$ cat src/sibd_pkg.sv
// shared types and constants for the signed integer to base digits core
package sibd_pkg;

  localparam int SYM_W       = 8;
  localparam int RADIX_W     = 5;
  localparam int CFG_INDEX_W = 2;
  localparam int CFG_DATA_W  = 64;

  localparam logic [SYM_W-1:0]   MINUS_SIGN = 8'h2D;
  localparam logic [SYM_W-1:0]   PLUS_SIGN  = 8'h2B;
  localparam logic [RADIX_W-1:0] MIN_RADIX  = 5'd2;

  localparam logic [CFG_INDEX_W-1:0] REG_BASE_LENGTH  = 2'd0;
  localparam logic [CFG_INDEX_W-1:0] REG_SYMBOLS_LOW  = 2'd1;
  localparam logic [CFG_INDEX_W-1:0] REG_SYMBOLS_HIGH = 2'd2;

  typedef struct packed {
    logic load;
    logic next;
  } div_cmd_t;

  typedef struct packed {
    logic busy;
    logic done;
    logic nonzero;
  } div_stat_t;

  typedef struct packed {
    logic empty;
    logic one_left;
  } stk_stat_t;

endpackage

$ cat src/sibd_num_if.sv
// input channel carrying one signed number per transaction
interface sibd_num_if #(
  parameter int NUMBER_WIDTH = 32
);
  logic                           valid;
  logic                           ready;
  logic signed [NUMBER_WIDTH-1:0] number;

  modport source (output valid, output number, input ready);
  modport sink (input valid, input number, output ready);
endinterface

$ cat src/sibd_sym_if.sv
// output channel carrying one symbol byte per transaction
interface sibd_sym_if;
  logic                       valid;
  logic                       ready;
  logic [sibd_pkg::SYM_W-1:0] symbol;
  logic                       last;

  modport source (output valid, output symbol, output last, input ready);
  modport sink (input valid, input symbol, input last, output ready);
endinterface

$ cat src/sibd_cfg_if.sv
// configuration write channel
interface sibd_cfg_if;
  logic                             valid;
  logic                             ready;
  logic [sibd_pkg::CFG_INDEX_W-1:0] index;
  logic [sibd_pkg::CFG_DATA_W-1:0]  data;

  modport source (output valid, output index, output data, input ready);
  modport sink (input valid, input index, input data, output ready);
endinterface

$ cat src/sibd_alphabet.sv
// alphabet check and digit to symbol lookup
module sibd_alphabet #(
  parameter int MAX_SYMBOLS = 16,
  parameter int DIGIT_W     = 4
) (
  input  logic [sibd_pkg::RADIX_W-1:0]    base_length,
  input  logic [sibd_pkg::CFG_DATA_W-1:0] symbols_low,
  input  logic [sibd_pkg::CFG_DATA_W-1:0] symbols_high,
  input  logic [DIGIT_W-1:0]              digit,
  output logic                            valid,
  output logic [sibd_pkg::SYM_W-1:0]      symbol
);

  localparam int ENTRIES = 2 ** DIGIT_W;

  logic [sibd_pkg::SYM_W-1:0] sym [ENTRIES];
  logic                       bad;

  always_comb begin
    for (int k = 0; k < ENTRIES; k++) begin
      if (k >= MAX_SYMBOLS) begin
        sym[k] = '0;
      end else if (k < 8) begin
        sym[k] = symbols_low[8 * (k & 7) +: 8];
      end else begin
        sym[k] = symbols_high[8 * (k & 7) +: 8];
      end
    end
  end

  always_comb begin
    bad = 1'b0;
    for (int i = 0; i < MAX_SYMBOLS; i++) begin
      if (sibd_pkg::RADIX_W'(i) < base_length &&
          (sym[i] == sibd_pkg::MINUS_SIGN || sym[i] == sibd_pkg::PLUS_SIGN)) begin
        bad = 1'b1;
      end
      for (int j = i + 1; j < MAX_SYMBOLS; j++) begin
        if (sibd_pkg::RADIX_W'(j) < base_length && sym[i] == sym[j]) begin
          bad = 1'b1;
        end
      end
    end
  end

  assign valid = !bad && base_length >= sibd_pkg::MIN_RADIX &&
                 base_length <= sibd_pkg::RADIX_W'(MAX_SYMBOLS);
  assign symbol = sym[digit];

endmodule

$ cat src/sibd_divider.sv
// bit-serial restoring divider, one quotient bit per cycle
module sibd_divider #(
  parameter int NUMBER_WIDTH = 32
) (
  input  logic                          clk,
  input  logic                          rst,
  input  sibd_pkg::div_cmd_t            cmd,
  input  logic [NUMBER_WIDTH-1:0]       dividend,
  input  logic [sibd_pkg::RADIX_W-1:0]  radix,
  output sibd_pkg::div_stat_t           stat,
  output logic [sibd_pkg::RADIX_W-1:0]  rem
);

  localparam int CNT_W = $clog2(NUMBER_WIDTH);

  logic [NUMBER_WIDTH-1:0]      q;
  logic [sibd_pkg::RADIX_W-1:0] r;
  logic [CNT_W-1:0]             cnt;
  logic                         busy;
  logic                         done;
  logic                         nz;
  logic [sibd_pkg::RADIX_W-1:0] trial;
  logic                         qbit;
  logic [sibd_pkg::RADIX_W-1:0] r_next;

  assign trial  = {r[sibd_pkg::RADIX_W-2:0], q[NUMBER_WIDTH-1]};
  assign qbit   = trial >= radix;
  assign r_next = qbit ? trial - radix : trial;

  always_ff @(posedge clk) begin
    if (rst) begin
      busy <= 1'b0;
      done <= 1'b0;
    end else begin
      done <= 1'b0;
      if (cmd.load || cmd.next) begin
        busy <= 1'b1;
      end else if (busy && cnt == '0) begin
        busy <= 1'b0;
        done <= 1'b1;
      end
    end
  end

  always_ff @(posedge clk) begin
    if (cmd.load || cmd.next) begin
      if (cmd.load) begin
        q <= dividend;
      end
      r   <= '0;
      nz  <= 1'b0;
      cnt <= CNT_W'(NUMBER_WIDTH - 1);
    end else if (busy) begin
      q   <= {q[NUMBER_WIDTH-2:0], qbit};
      r   <= r_next;
      nz  <= nz | qbit;
      cnt <= cnt - 1'b1;
    end
  end

  assign stat.busy    = busy;
  assign stat.done    = done;
  assign stat.nonzero = nz;
  assign rem          = r;

endmodule

$ cat src/sibd_digit_stack.sv
// last-in first-out shift stack of digits
module sibd_digit_stack #(
  parameter int DEPTH   = 32,
  parameter int DIGIT_W = 4
) (
  input  logic                  clk,
  input  logic                  rst,
  input  logic                  push,
  input  logic                  pop,
  input  logic [DIGIT_W-1:0]    din,
  output logic [DIGIT_W-1:0]    top,
  output sibd_pkg::stk_stat_t   stat
);

  localparam int CNT_W = $clog2(DEPTH + 1);

  logic [DIGIT_W-1:0] st [DEPTH];
  logic [CNT_W-1:0]   cnt;

  always_ff @(posedge clk) begin
    if (push) begin
      st[0] <= din;
      for (int i = 1; i < DEPTH; i++) begin
        st[i] <= st[i-1];
      end
    end else if (pop) begin
      for (int i = 0; i < DEPTH - 1; i++) begin
        st[i] <= st[i+1];
      end
    end
  end

  always_ff @(posedge clk) begin
    if (rst) begin
      cnt <= '0;
    end else if (push) begin
      cnt <= cnt + 1'b1;
    end else if (pop) begin
      cnt <= cnt - 1'b1;
    end
  end

  assign top           = st[0];
  assign stat.empty    = cnt == '0;
  assign stat.one_left = cnt == CNT_W'(1);

endmodule

$ cat src/signed_int_to_base_digits_core.sv
// top level: renders signed numbers as symbol strings in a configured radix
//
// Each number takes a bit-serial division pass per digit, at most NUMBER_WIDTH digits,
// and one output symbol per digit, plus the minus sign for a negative number. The
// divider produces one quotient bit per cycle. A new number is accepted once the last
// symbol of the previous one sits in the output register. With an invalid alphabet
// (radix under 2 or above MAX_SYMBOLS, a repeated symbol, or a '+' or '-' in use) a
// number is taken and dropped with no output. The user must see that configuration
// is written only while idle; the block itself does not enforce it.
module signed_int_to_base_digits_core #(
  parameter int MAX_SYMBOLS  = 16,
  parameter int NUMBER_WIDTH = 32
) (
  input  logic      clk,
  input  logic      rst,
  sibd_cfg_if.sink  cfg,
  sibd_num_if.sink  num,
  sibd_sym_if.source sym
);

  localparam int DIGIT_W = (MAX_SYMBOLS > 2) ? $clog2(MAX_SYMBOLS) : 1;

  localparam logic [1:0] S_IDLE = 2'd0;
  localparam logic [1:0] S_DIV  = 2'd1;
  localparam logic [1:0] S_SIGN = 2'd2;
  localparam logic [1:0] S_DIG  = 2'd3;

  logic [sibd_pkg::RADIX_W-1:0]    base_length;
  logic [sibd_pkg::CFG_DATA_W-1:0] symbols_low;
  logic [sibd_pkg::CFG_DATA_W-1:0] symbols_high;

  logic [1:0]                   state;
  logic [1:0]                   state_next;
  logic                         neg;
  logic                         accept;
  logic [NUMBER_WIDTH-1:0]      mag;
  logic                         alpha_valid;
  logic [sibd_pkg::SYM_W-1:0]   digit_sym;
  sibd_pkg::div_cmd_t           div_cmd;
  sibd_pkg::div_stat_t          div_stat;
  logic [sibd_pkg::RADIX_W-1:0] div_rem;
  sibd_pkg::stk_stat_t          stk_stat;
  logic [DIGIT_W-1:0]           stk_top;
  logic                         push;
  logic                         pop;
  logic                         out_free;
  logic                         load_sign;
  logic                         load_dig;

  logic                         out_valid;
  logic [sibd_pkg::SYM_W-1:0]   out_symbol;
  logic                         out_last;

  // configuration registers
  assign cfg.ready = 1'b1;

  always_ff @(posedge clk) begin
    if (rst) begin
      base_length  <= '0;
      symbols_low  <= '0;
      symbols_high <= '0;
    end else if (cfg.valid) begin
      case (cfg.index)
        sibd_pkg::REG_BASE_LENGTH:  base_length  <= cfg.data[sibd_pkg::RADIX_W-1:0];
        sibd_pkg::REG_SYMBOLS_LOW:  symbols_low  <= cfg.data;
        sibd_pkg::REG_SYMBOLS_HIGH: symbols_high <= cfg.data;
        default: ;
      endcase
    end
  end

  sibd_alphabet #(
    .MAX_SYMBOLS (MAX_SYMBOLS),
    .DIGIT_W     (DIGIT_W)
  ) u_alphabet (
    .base_length  (base_length),
    .symbols_low  (symbols_low),
    .symbols_high (symbols_high),
    .digit        (stk_top),
    .valid        (alpha_valid),
    .symbol       (digit_sym)
  );

  assign num.ready = state == S_IDLE;
  assign accept    = num.valid && num.ready;
  assign mag       = num.number[NUMBER_WIDTH-1] ?
                     NUMBER_WIDTH'(~num.number + NUMBER_WIDTH'(1)) :
                     NUMBER_WIDTH'(num.number);

  assign div_cmd.load = accept && alpha_valid;
  assign div_cmd.next = state == S_DIV && div_stat.done && div_stat.nonzero;

  sibd_divider #(
    .NUMBER_WIDTH (NUMBER_WIDTH)
  ) u_divider (
    .clk      (clk),
    .rst      (rst),
    .cmd      (div_cmd),
    .dividend (mag),
    .radix    (base_length),
    .stat     (div_stat),
    .rem      (div_rem)
  );

  assign push = state == S_DIV && div_stat.done;

  sibd_digit_stack #(
    .DEPTH   (NUMBER_WIDTH),
    .DIGIT_W (DIGIT_W)
  ) u_stack (
    .clk  (clk),
    .rst  (rst),
    .push (push),
    .pop  (pop),
    .din  (div_rem[DIGIT_W-1:0]),
    .top  (stk_top),
    .stat (stk_stat)
  );

  assign out_free  = !out_valid || sym.ready;
  assign load_sign = state == S_SIGN && out_free;
  assign load_dig  = state == S_DIG && out_free;
  assign pop       = load_dig;

  always_comb begin
    state_next = state;
    case (state)
      S_IDLE: begin
        if (div_cmd.load) begin
          state_next = S_DIV;
        end
      end
      S_DIV: begin
        if (div_stat.done && !div_stat.nonzero) begin
          state_next = neg ? S_SIGN : S_DIG;
        end
      end
      S_SIGN: begin
        if (out_free) begin
          state_next = S_DIG;
        end
      end
      S_DIG: begin
        if (out_free && stk_stat.one_left) begin
          state_next = S_IDLE;
        end
      end
      default: state_next = S_IDLE;
    endcase
  end

  always_ff @(posedge clk) begin
    if (rst) begin
      state <= S_IDLE;
    end else begin
      state <= state_next;
    end
  end

  always_ff @(posedge clk) begin
    if (div_cmd.load) begin
      neg <= num.number[NUMBER_WIDTH-1];
    end
  end

  // output register
  always_ff @(posedge clk) begin
    if (rst) begin
      out_valid <= 1'b0;
    end else if (load_sign || load_dig) begin
      out_valid <= 1'b1;
    end else if (sym.ready) begin
      out_valid <= 1'b0;
    end
  end

  always_ff @(posedge clk) begin
    if (load_sign) begin
      out_symbol <= sibd_pkg::MINUS_SIGN;
      out_last   <= 1'b0;
    end else if (load_dig) begin
      out_symbol <= digit_sym;
      out_last   <= stk_stat.one_left;
    end
  end

  assign sym.valid  = out_valid;
  assign sym.symbol = out_symbol;
  assign sym.last   = out_last;

  a_idle_stack_empty: assert property (@(posedge clk) disable iff (rst)
    state == S_IDLE |-> stk_stat.empty)
    else $error("digit stack not empty while idle");

  a_no_emit_while_dividing: assert property (@(posedge clk) disable iff (rst)
    div_stat.busy |-> !(state == S_SIGN || state == S_DIG))
    else $error("emission while divider busy");

  a_last_returns_idle: assert property (@(posedge clk) disable iff (rst)
    (load_dig && stk_stat.one_left) |=> state == S_IDLE)
    else $error("final symbol did not end the transaction");

  a_invalid_dropped: assert property (@(posedge clk) disable iff (rst)
    (accept && !alpha_valid) |=> state == S_IDLE && !div_stat.busy)
    else $error("number with invalid alphabet was processed");

endmodule
$ cat src/flat_wrapper.sv
// flat-port wrapper written by rule: the top's interface ports become plain ports
module signed_int_to_base_digits_core_flat 
#(
  parameter int MAX_SYMBOLS  = 16,
  parameter int NUMBER_WIDTH = 32
)
  (clk, rst, cfg_valid, cfg_index, cfg_data, cfg_ready, num_valid, num_number, num_ready, sym_valid, sym_symbol, sym_last, sym_ready);
  sibd_cfg_if cfg_i ();
  sibd_num_if #(.NUMBER_WIDTH(NUMBER_WIDTH)) num_i ();
  sibd_sym_if sym_i ();
  input  logic clk;
  input  logic rst;
  input wire logic [$bits(cfg_i.valid)-1:0] cfg_valid;
  input wire logic [$bits(cfg_i.index)-1:0] cfg_index;
  input wire logic [$bits(cfg_i.data)-1:0] cfg_data;
  output wire logic [$bits(cfg_i.ready)-1:0] cfg_ready;
  input wire logic [$bits(num_i.valid)-1:0] num_valid;
  input wire logic [$bits(num_i.number)-1:0] num_number;
  output wire logic [$bits(num_i.ready)-1:0] num_ready;
  output wire logic [$bits(sym_i.valid)-1:0] sym_valid;
  output wire logic [$bits(sym_i.symbol)-1:0] sym_symbol;
  output wire logic [$bits(sym_i.last)-1:0] sym_last;
  input wire logic [$bits(sym_i.ready)-1:0] sym_ready;
  assign cfg_i.valid = cfg_valid;
  assign cfg_i.index = cfg_index;
  assign cfg_i.data = cfg_data;
  assign cfg_ready = cfg_i.ready;
  assign num_i.valid = num_valid;
  assign num_i.number = num_number;
  assign num_ready = num_i.ready;
  assign sym_valid = sym_i.valid;
  assign sym_symbol = sym_i.symbol;
  assign sym_last = sym_i.last;
  assign sym_i.ready = sym_ready;
  signed_int_to_base_digits_core #(.MAX_SYMBOLS(MAX_SYMBOLS), .NUMBER_WIDTH(NUMBER_WIDTH)) u_core (.clk(clk), .rst(rst), .cfg(cfg_i), .num(num_i), .sym(sym_i));
endmodule
$ cat config.mk
export PLATFORM = sky130hd
export DESIGN_NAME = signed_int_to_base_digits_core_flat
export DESIGN_NICKNAME = d
export VERILOG_FILES = /design/src/sibd_pkg.sv /design/src/sibd_num_if.sv /design/src/sibd_sym_if.sv /design/src/sibd_cfg_if.sv /design/src/sibd_alphabet.sv /design/src/sibd_divider.sv /design/src/sibd_digit_stack.sv /design/src/signed_int_to_base_digits_core.sv /design/src/flat_wrapper.sv
export SDC_FILE = /design/constraint.sdc
export NUM_CORES = 1
export LEC_CHECK = 0
export ABC_CLOCK_PERIOD_IN_PS = 9700
export BUFFER_PORTS_ARGS = -buffer_cell sky130_fd_sc_hd__buf_2
export CAP_MARGIN = 10
export CORE_ASPECT_RATIO = 0.9
export CORE_MARGIN = 5
export CORE_UTILIZATION = 40
export DETAILED_ROUTE_END_ITERATION = 16
export PLACE_DENSITY = 0.53
export SLEW_MARGIN = 30
export SYNTH_ARGS = -nofsm -noshare
export SYNTH_HDL_FRONTEND = slang
export SYNTH_HIERARCHICAL = 1
export SYNTH_SLANG_ARGS = --single-unit
$ cat constraint.sdc
create_clock -name clk -period 9.7 [get_ports clk]
set_clock_uncertainty 0.1 [all_clocks]
set_input_delay 0.97 -clock clk [delete_from_list [all_inputs] [get_ports clk]]
set_output_delay 0.97 -clock clk [all_outputs]
set_load 0.005 [all_outputs]
==> qor.csv <==
stage;metric;value;unit
flow_run;drv_cap;0;
finish;fillers;6590;
setup_path;rr_startpoint;u_core/symbols_high[25];
finish;regArea;8130;um^2
clocking;post_cts_buffers;0;
power;p_total;3950;uW
placement;gp_congestion;1.04;
sta;post-route-period-util;55.1;%
power;powerDensity;132;nW/um^2
placement;dp_hpwl;69.9;mm
drt;drc;0;
clocking;tritoncts;built;
drt;vias_per_cell;6.14;
yosys;yosysWarnings;6;
sta;fin_setup_tns;0;ns
placement;io_buffers;113;
placement;placed_area;28600;um^2
yosys;syn_area_per_cell;9.34;um^2
setup_path;arrival;5.56;ns
die;start_util;40.3;%
finish;finalNonFillerCells;3849;
clocking;cts_made_buffers;38;
setup_path;startpoint;u_core/symbols_high[25];
power;vdd_drop_max;137;uV
setup_path;endpoint;u_core/u_divider/q[25];
setup_path;worst_ep_required_time;9.92;ns
grt;antenna_found_initial;4;
hold_path;hold_path_class;reg -> reg;
die;die_w;287;um
clocking;cts_max_level;2;
sta;finalHoldViolCount;0;
drt;wl;115;mm
die;dieArea;74300;um^2
clocking;cts.path.max_buffers;3;
grt;busiest_layer;met2;
setup_path;critPathCaptureType;register;
finish;multiInputGateArea;17700;um^2
sta;min_period;5.34;ns
clocking;clock_sinks;324;
setup_path;r2r_cells;12;
drt;drt_first_pass_iters;6;
die;die_h;259;um
sta;drv_slew;0;
finish;nNetsFinal;3006;
drt;vias;23600;
grt;grt_use_met1;40.2;%
grt;grt_pass1_vias;23100;
die;io_pins;115;
sta;hold_ws;0.351;ns
clocking;hold_buffers;0;
sta;max_freq;187;MHz
finish;final_area;29900;um^2
setup_path;path_class;reg -> reg;
yosys;netlist_instances;2953;
sta;slew_headroom;36.1;%
setup_path;reg2reg_to;u_core/u_divider/q[25];
grt;gr-usage-all-layers;29.6;%
sta;setup-violations-final;0;
clocking;clkTransAtPathRegs;0.06;ns
drt;wl_per_cell;30.0;um
drt;first_iter_violations;3415;
finish;area_growth_syn_to_layout;8.45;%
clocking;root_buffer;clkbuf_16;
sta;worst_pin_slew;0.959;ns
clocking;cts_resized;0;
setup_path;reg2reg_slack;4.36;ns
grt;grt_pass1_wl;164;mm
power;cellLeakagePower;0.0127;uW
finish;layout-drive-gt1-share;18.9;%
yosys;synth_nets;3073;
die;core_area;68400;um^2
yosys;synth.cell_area;27600;um^2
grt;grt_max_degree;84;
placement;dp_cells;3775;
status;status;completed;
grt;met2_usage;43.5;%
drt;ant_nets;0;
sta;rsz0062_at_grt;no;
clocking;clk_latency;0.58;ns
grt;overflow;0;
setup_path;cp_max_fo;22;
grt;grtUsageMet3;7.63;%
setup_path;startpoint_type;register;
die;std_cell_rows;91;
layer usage:
metal	up-vias	share of wire (%)	wire length [um]
met5	-	0	0
met2	1660	41	47400
met1	11600	41	47500
li1	9974	-	-
met4	0	6.1	6990
met3	422	12	13500
how the worst min path moves through the flow:
stage | endpoint | depth (start not counted) | start | slack [ns]
floorplan | u_core/u_stack/st[0][124] | 0 | u_core/u_stack/st[0][120] | 0.32
global placement | u_core/u_stack/st[0][127] | 0 | u_core/u_stack/st[0][123] | 0.33
detailed placement | u_core/u_stack/st[0][124] | 0 | u_core/u_stack/st[0][120] | 0.35
CTS | u_core/u_stack/st[0][124] | 0 | u_core/u_stack/st[0][120] | 0.35
global route | u_core/u_stack/st[0][124] | 0 | u_core/u_stack/st[0][120] | 0.35
finish | u_core/u_stack/st[0][124] | 0 | u_core/u_stack/st[0][120] | 0.35
critical path: stages, from the launching register on:
cell	delay [ns]
dfxtp_1	0.82
buf_4	0.35
xor2_1	0.10
nand4_1	0.17
o211ai_1	0.24
nor4_1	0.65
nand4_1	0.38
or4_1	0.61
nor4_2	0.58
and3_1	0.38
nor2_4	0.17
buf_16	0.20
mux2_1	0.31
placed cells by master, fill, tap and decap left out, types with 5 or more instances in the layout:
cell       count
xor2_1       505
mux2_4        69
nand2b_1      10
mux2_2        75
or4_1          9
or3_1          5
buf_2        112
nor4bb_1       8
mux4_2        40
xnor2_1      505
o211ai_1       5
a21oi_1      153
nand2_1      318
nor4_1       139
nor2b_1        5
ha_1          16
dfxtp_2       28
a22oi_1        7
o41ai_1        6
o31ai_1       11
nand4_1      127
nand4b_1      14
dfxtp_1      135
nand3_1       32
o22ai_1       14
mux2_1        14
nor2_1        31
clkinv_2       7
a31oi_1       12
clkbuf_16     38
mux2i_1        7
clkbuf_8       7
nor3_1        41
o21ai_0       12
buf_4        127
inv_1         17
edfxtp_1     161
layout make-up:
| cell class | count | area share [%] |
|---|---|---|
| multi-input cells | 2262 | 59.2 |
| flip-flops and latches | 324 | 27.2 |
| repair buffers | 241 | 5.19 |
| well taps | 930 | 3.89 |
| clock buffers | 48 | 3.54 |
| clock inverters | 22 | 0.749 |
| inverters | 19 | 0.247 |
| diodes | 3 | 0.0251 |
state kept, by name (all words and copies together) (netlist names), 2 cells and up:
name / cells
u_core/u_divider/q: 32
u_core/state: 2
u_core/u_stack/st: 128
u_core/base_length: 5
u_core/sym.symbol: 8
u_core/u_stack/cnt: 6
u_core/symbols_low: 64
u_core/u_divider/rem: 4
u_core/symbols_high: 64
u_core/u_divider/cnt: 5
through the flow:
stage	util (%)	worst slack (ns)
6_report	43.7	4.36
5_1_grt	43.7	4.43
4_1_cts	43.6	4.53
3_5_place_dp	41.8	4.56
3_3_place_gp	41.8	4.61
2_1_floorplan	-	5.10
where the power goes:
| group | switching [uW] | total [uW] | internal, uW |
|---|---|---|---|
| Clock | 620 | 1480 | 862 |
| Combinational | 568 | 931 | 363 |
| Sequential | 67.5 | 1540 | 1470 |
| Total | 1260 | 3950 | 2700 |
(Power assumes the default switching activity.)
